[src/rtl/core/lmds_pkg.sv]
package lmds_pkg;

    // Fixed geometry of the multiplexed matrix
    localparam int DOT_COUNT = 25;
    localparam int ROW_COUNT = 3;
    localparam int ROW_W     = 2;
    localparam int COL_W     = 9;
    localparam int DOT_W     = 16;
    localparam int FUNC_W    = 2;

    // Operation codes
    localparam logic [FUNC_W-1:0] FUNC_DOT_ON  = 2'd0;
    localparam logic [FUNC_W-1:0] FUNC_DOT_OFF = 2'd1;
    localparam logic [FUNC_W-1:0] FUNC_TICK    = 2'd2;

    // Last row of the scan, after which it wraps to the first
    localparam logic [ROW_W-1:0] ROW_LAST  = 2'd2;
    localparam logic [ROW_W-1:0] ROW_FIRST = 2'd0;

    // Where one dot sits in the matrix
    typedef struct packed {
        logic [ROW_W-1:0] row;
        logic [COL_W-1:0] mask;
    } t_dot_map;

    // Update towards the frame store, one transaction per fire
    typedef struct packed {
        logic              fire;
        logic [FUNC_W-1:0] func;
        logic [ROW_W-1:0]  row;
        logic [COL_W-1:0]  mask;
    } t_upd;

    // Dot number to row and column bit
    localparam t_dot_map DOT_MAP [DOT_COUNT] = '{
        '{2'd0, 9'h001}, '{2'd1, 9'h008}, '{2'd0, 9'h002}, '{2'd1, 9'h010}, '{2'd0, 9'h004},
        '{2'd2, 9'h008}, '{2'd2, 9'h010}, '{2'd2, 9'h020}, '{2'd2, 9'h040}, '{2'd2, 9'h080},
        '{2'd1, 9'h002}, '{2'd0, 9'h100}, '{2'd1, 9'h004}, '{2'd2, 9'h100}, '{2'd1, 9'h001},
        '{2'd0, 9'h080}, '{2'd0, 9'h040}, '{2'd0, 9'h020}, '{2'd0, 9'h010}, '{2'd0, 9'h008},
        '{2'd2, 9'h004}, '{2'd1, 9'h040}, '{2'd2, 9'h001}, '{2'd1, 9'h020}, '{2'd2, 9'h002}
    };

endpackage

[src/rtl/core/led_matrix_dot_scanner_unit.sv]
// Channel | Direction | Handshake             | Payload
// in      | input     | i_in_valid/o_in_stall | i_func, i_dot_number
// out     | output    | o_out_valid/i_out_stall | o_row_drive, o_column_drive
//
// One item per cycle unless stalled. An item waits in the input register,
// where the dot number is reduced; as it leaves, the frame store is updated
// or the scan advanced; a tick's result is in the result register next cycle.
// Reset clears the frame store, the scan row and both valid flags.
// A stalled result holds; a tick then waits in the input register and stalls
// the input, while dot updates go on as long as no tick waits ahead of them.
module led_matrix_dot_scanner_unit (
    input  logic                            i_clk,
    input  logic                            i_rst_n,
    input  logic                            i_in_valid,
    output logic                            o_in_stall,
    input  logic [lmds_pkg::FUNC_W-1:0]     i_func,
    input  logic [lmds_pkg::DOT_W-1:0]      i_dot_number,
    output logic                            o_out_valid,
    input  logic                            i_out_stall,
    output logic [lmds_pkg::ROW_COUNT-1:0]  o_row_drive,
    output logic [lmds_pkg::COL_W-1:0]      o_column_drive
);
    import lmds_pkg::*;

    logic              r_s1_valid;
    logic [FUNC_W-1:0] r_func;
    logic [DOT_W-1:0]  r_dot;
    t_dot_map          map;
    t_upd              upd;
    logic              out_free;
    logic              s1_fire;
    logic              in_accept;

    // Stage 1 fires unless it holds a tick and the result slot is blocked
    assign out_free   = !o_out_valid || !i_out_stall;
    assign s1_fire    = r_s1_valid && ((r_func != FUNC_TICK) || out_free);
    assign o_in_stall = r_s1_valid && !s1_fire;
    assign in_accept  = i_in_valid && !o_in_stall;

    // Input register
    always_ff @(posedge i_clk) begin
        if (!i_rst_n) begin
            r_s1_valid <= 1'b0;
        end else begin
            r_s1_valid <= in_accept || (r_s1_valid && !s1_fire);
            if (in_accept) begin
                r_func <= i_func;
                r_dot  <= i_dot_number;
            end
        end
    end

    lmds_dot_decode u_decode (
        .i_dot_number (r_dot),
        .o_map        (map)
    );

    assign upd.fire = s1_fire;
    assign upd.func = r_func;
    assign upd.row  = map.row;
    assign upd.mask = map.mask;

    lmds_frame u_frame (
        .i_clk          (i_clk),
        .i_rst_n        (i_rst_n),
        .i_upd          (upd),
        .i_out_stall    (i_out_stall),
        .o_out_valid    (o_out_valid),
        .o_row_drive    (o_row_drive),
        .o_column_drive (o_column_drive)
    );

endmodule

[src/rtl/core/lmds_dot_decode.sv]
module lmds_dot_decode (
    input  logic [lmds_pkg::DOT_W-1:0] i_dot_number,
    output lmds_pkg::t_dot_map         o_map
);
    import lmds_pkg::*;

    logic [5:0]  hi;
    logic [10:0] folded;
    logic [10:0] m;

    // 1024 is -1 modulo 25, so x = hi*1024 + lo folds to lo - hi (+75 keeps it positive)
    assign hi     = i_dot_number[15:10];
    assign folded = {1'b0, i_dot_number[9:0]} + 11'd75 - {5'b0, hi};

    // Conditional subtract chain, result below 25
    always_comb begin
        m = folded;
        if (m >= 11'd800) m = m - 11'd800;
        if (m >= 11'd400) m = m - 11'd400;
        if (m >= 11'd200) m = m - 11'd200;
        if (m >= 11'd100) m = m - 11'd100;
        if (m >= 11'd50)  m = m - 11'd50;
        if (m >= 11'd25)  m = m - 11'd25;
    end

    assign o_map = DOT_MAP[m[4:0]];

endmodule

[src/rtl/core/lmds_frame.sv]
module lmds_frame (
    input  logic                       i_clk,
    input  logic                       i_rst_n,
    input  lmds_pkg::t_upd             i_upd,
    input  logic                       i_out_stall,
    output logic                       o_out_valid,
    output logic [lmds_pkg::ROW_COUNT-1:0] o_row_drive,
    output logic [lmds_pkg::COL_W-1:0] o_column_drive
);
    import lmds_pkg::*;

    logic [COL_W-1:0] r_frame [ROW_COUNT];
    logic [COL_W-1:0] n_frame [ROW_COUNT];
    logic [ROW_W-1:0] r_scan_row;
    logic [ROW_W-1:0] n_scan_row;
    logic [COL_W-1:0] shown;
    logic             is_tick;

    assign is_tick = i_upd.fire && (i_upd.func == FUNC_TICK);

    // Per-row set or clear of the addressed column bit
    always_comb begin
        for (int r = 0; r < ROW_COUNT; r++) begin
            n_frame[r] = r_frame[r];
            if (i_upd.fire && (i_upd.row == r[ROW_W-1:0])) begin
                case (i_upd.func)
                    FUNC_DOT_ON:  n_frame[r] = r_frame[r] | i_upd.mask;
                    FUNC_DOT_OFF: n_frame[r] = r_frame[r] & ~i_upd.mask;
                    default:      n_frame[r] = r_frame[r];
                endcase
            end
        end
    end

    // Scan advance with wrap after the last row
    always_comb begin
        n_scan_row = (r_scan_row == ROW_LAST) ? ROW_FIRST : r_scan_row + 2'd1;
        case (n_scan_row)
            2'd0:    shown = r_frame[0];
            2'd1:    shown = r_frame[1];
            default: shown = r_frame[2];
        endcase
    end

    // Frame store, scan row and result register
    always_ff @(posedge i_clk) begin
        if (!i_rst_n) begin
            for (int r = 0; r < ROW_COUNT; r++) r_frame[r] <= '0;
            r_scan_row  <= ROW_FIRST;
            o_out_valid <= 1'b0;
        end else begin
            for (int r = 0; r < ROW_COUNT; r++) r_frame[r] <= n_frame[r];
            if (is_tick) begin
                r_scan_row     <= n_scan_row;
                o_out_valid    <= 1'b1;
                o_row_drive    <= 3'b001 << n_scan_row;
                o_column_drive <= ~shown;
            end else if (!i_out_stall) begin
                o_out_valid <= 1'b0;
            end
        end
    end

endmodule

[config.mk]
export PLATFORM = sky130hd
export DESIGN_NAME = led_matrix_dot_scanner_unit
export DESIGN_NICKNAME = d
export VERILOG_FILES = /design/src/rtl/core/lmds_pkg.sv /design/src/rtl/core/led_matrix_dot_scanner_unit.sv /design/src/rtl/core/lmds_dot_decode.sv /design/src/rtl/core/lmds_frame.sv
export SDC_FILE = /design/constraint.sdc
export NUM_CORES = 1
export LEC_CHECK = 0
export BUFFER_PORTS_ARGS = -buffer_cell sky130_fd_sc_hd__buf_2
export CAP_MARGIN = 20
export CELL_PAD_IN_SITES_DETAIL_PLACEMENT = 1
export CELL_PAD_IN_SITES_GLOBAL_PLACEMENT = 2
export CORE_UTILIZATION = 35
export DETAILED_ROUTE_END_ITERATION = 16
export PLACE_DENSITY_LB_ADDON = 0.1
export SLEW_MARGIN = 20
export SYNTH_ARGS = -nofsm -noshare
export SYNTH_HDL_FRONTEND = slang
export SYNTH_HIERARCHICAL = 1
export SYNTH_SLANG_ARGS = --single-unit
[constraint.sdc]
create_clock -name i_clk -period 9.3 [get_ports i_clk]
set_clock_uncertainty 0.05 [all_clocks]
set_input_delay 1.86 -clock i_clk [delete_from_list [all_inputs] [get_ports i_clk]]
set_output_delay 1.86 -clock i_clk [all_outputs]
set_load 0.005 [all_outputs]
==> parameters.txt <==
Parameter                              Value

Status
  Outcome ... finished clean

Synthesis
  Cell area after synthesis ... approximately 5300 um2
  Simple-gate area share of the yosys netlist ... between 20% and 30%
  Dominant combinational cell family by area after synthesis ... compound AO/OA/AOI/OAI gates
  Sequential fraction of the synthesis area ... just under 30%
  Share of the synthesized area in compound gates (AO/OA/AOI/OAI) ... 32.8%
  Dominant cell by count in the synthesized netlist ... sky130_fd_sc_hd__a21oi_1
  Multiplexer share of the synthesized area ... 5.00%
  Number of enable flip-flop cells after synthesis ... 30
  Share of the synthesized area in the top cell type ... roughly 17%
  Top post-synthesis cells by area ... sky130_fd_sc_hd__edfxtp_1 (17%), sky130_fd_sc_hd__dfxtp_1 (12%), sky130_fd_sc_hd__a21oi_1 (5.9%)
  Cells after Synth ... between 500 and 600
  Per-instance average area after synthesis ... approximately 9 um2
  Synth cell count leaders ... sky130_fd_sc_hd__a21oi_1 (62), sky130_fd_sc_hd__nor2_1 (38), sky130_fd_sc_hd__nand2_1 (36)
  Cell type with the highest aggregate area in the netlist ... sky130_fd_sc_hd__edfxtp_1
  Syn. warnings ... 6
  Share of async-settable or async-resettable flops after synthesis ... 0%
  Net count after synthesis ... 629
  Yosys cell types ... 100
  Most used flip-flop cell after synthesis ... sky130_fd_sc_hd__dfxtp_1
  Adder-cell share of the synthesized area ... between 5 and 6%
  Parity-gate share of the synthesized area counting xor and xnor cells ... 3.95%
  Count of state elements after synthesis ... 61

Cells and area
  Final Net Count ... a little over 700
  Number of diodes added for antenna fixing ... 0
  Combined area of the multi-input logic cells ... 3740 um2
  Fraction of final layout cells sized beyond drive strength 1 ... 27.1%
  Layout Utilization ... about 45%
  Syn-to-layout area delta ... 23.4%
  # fillers ... between 1500 and 2000
  Sequential standard cell area ... around 1500 um2

Die
  Placeable core region ... between 10000 and 15000 um2
  DIE HEIGHT ... 125 um
  Number of ports placed on the die boundary ... 36
  Number of placement rows ... 44
  Die boundary width ... ~120 um
  Initial core utilization ... roughly 36%
  Area of the die ... approximately 16000 um2

Drt
  DRC violations left ... 0
  Remaining antenna violation count ... 0
  First DRT Iteration DRCs ... about 180
  Number of optimization iterations in the first detailed-route pass ... 4
  Routed length per placed instance ... roughly 19 um
  Final routed wirelength across all metal layers ... 16000 um
  Detailed-route via count ... 4998
  Per-cell via count in the routed design ... just under 6

Worst hold path
  Launch instance of the worst min-delay path ... r_s1_valid
  Worst Hold Depth ... 2
  HP Class ... flip-flop to flip-flop
  Worst Hold Endpoint ... r_s1_valid

Timing
  WHS ... between 400 and 500 ps
  Final critical delay including setup and external delays ... between 8000 and 9000 ps
  Max Fclk ... 113 MHz
  Final setup violation count ... 0
  Relative slew margins ... 29.5%
  Portion of the clock cycle consumed by the worst path in the final layout ... a little over nine tenths
  Worst Max-Slew Pin Slew ... approximately 1100 ps
  Pins Over Slew Limit ... 0
  Setup TNS ... 0 ps
  Final number of hold-violating endpoints ... 0

Worst setup path
  Critical path data arrival time ... between 8000 and 9000 ps
  Logic depth of the worst register-to-register path ... 38
  CP Capture Type ... flip-flop
  Worst Setup Path Type ... flip-flop to flip-flop
  Cell with the largest stage delay on the worst path ... sky130_fd_sc_hd__or4_4
  Crit path top cell by count ... sky130_fd_sc_hd__ha_1
  CP Launch Type ... flip-flop
  Slowest cell delay on critical path ... between 400 and 500 ps
  Launch instance of the worst register-to-register path ... r_dot[1]
  Minimum setup slack among reg-to-reg paths ... a little over 400 ps
  Critical-path maximum fanout ... 8
  Worst EP required ... about 9400 ps

Global route
  First-pass GRT wire length ... around 26000 um
  Overall Global Routing Usage ... roughly a fifth
  Largest net degree at the start of global routing ... 32
  Residual overflow from global routing ... 0
  Number of global-route vias before repair ... ~5000
  Antenna violations before repair ... 0

Clock tree
  Clock insertion delay at the later pin of the skew report ... 320 ps
  Number of clock sinks seen by CTS ... just over 60
  Clock H-tree levels ... 3
  Root buffer cell ... sky130_fd_sc_hd__clkbuf_16
  CTS max path bufs ... 2
  TritonCTS clock tree ... built
  Hold-fix buffer count after cts ... 0
  CTS Buf Count ... 9
  Clock-pin slew reported for the worst setup and hold paths after clock tree synthesis ... 50 ps

Place
  Detail Placement HPWL ... roughly 12000 um
  Count of input and output buffers ... 35
  Routability congestion estimate from global placement ... ~0.84

Flow run
  Max capacitance violation total ... 0
-- cell families (layout without fill, tap and decap cells) --
kind of cell,count (synthesis),count (layout)
adders and majority gates,21,21
DFF,61,61
AOI/OAI and AO/OA,223,223
muxes,25,25
buffers and inverters,44,134
xor gates and xnor gates,22,22
and+or+nand+nor,190,192
-- worst max-delay path by stage --
| stage | startpoint | to | slack (ps) |
|---|---|---|---|
| after floorplan | r_dot[1] | flip-flop | 250 |
| after global placement | r_dot[12] | flip-flop | -80 |
| after detailed placement | r_dot[12] | flip-flop | -290 |
| after CTS | r_dot[12] | flip-flop | 20 |
| after global routing | r_dot[12] | flip-flop | -50 |
| final | r_dot[1] | flip-flop | 420 |
-- what timing repair did --
action                     CTS  global route
buffers inserted             1             8
setup endpoints to repair   27            27
pin swaps                    1            13
gates cloned                 0             2
gates resized for setup     10            25
-- worst max-delay path: cells and delay by family (launching register included) --
| kind | cells | cell delay (ps) |
|---|---|---|
| buffers and inverters | 3 | 450 |
| XOR/XNOR | 1 | 120 |
| AO/OA/AOI/OAI | 18 | 3770 |
| adder cells (fa/ha/maj) | 5 | 1280 |
| flip-flops | 1 | 370 |
| AND/OR/NAND/NOR | 11 | 2670 |
-- cells in the final DEF (no fill, tap or decap), drive strengths merged, types with 13 or more instances in the layout --
cell type,count
a211oi,34
a21oi,62
and2,13
buf,91
dfxtp,31
edfxtp,30
ha,20
inv,26
mux2i,21
nand2,36
nand3,28
nor2,38
nor3,15
o21ai,26
xnor2,15
-- layout make-up --
cell class / count / area share [%]
Multi-Input combinational cell: 483 / 57.6
Sequential cell: 61 / 23.4
Timing Repair Buffer: 91 / 9.23
Inverter: 27 / 1.56
Tap cell: 184 / 3.55
Clock inverter: 5 / 0.886
Clock buffer: 11 / 3.74
-- metal layers --
metal,track usage (%),up-vias,wire [um]
li1,-,2473,-
met1,29.0,2444,8400
met2,32.7,69,7190
met3,2.06,12,292
met4,5.03,0,141
met5,0,-,0
-- per-stage QoR --
step,setup slack [ps],cell area [um2],std cells
CTS,19.1,6290,852
finish,415,6490,862
global route,-50.5,6490,862
floorplan,252,5260,586
global placement,-77.1,5930,835
detailed placement,-294,5930,835
Power is left out: the tool's default activity adds up to more than one toggle a clock period on the data nets, which glitch-free logic cannot reach.
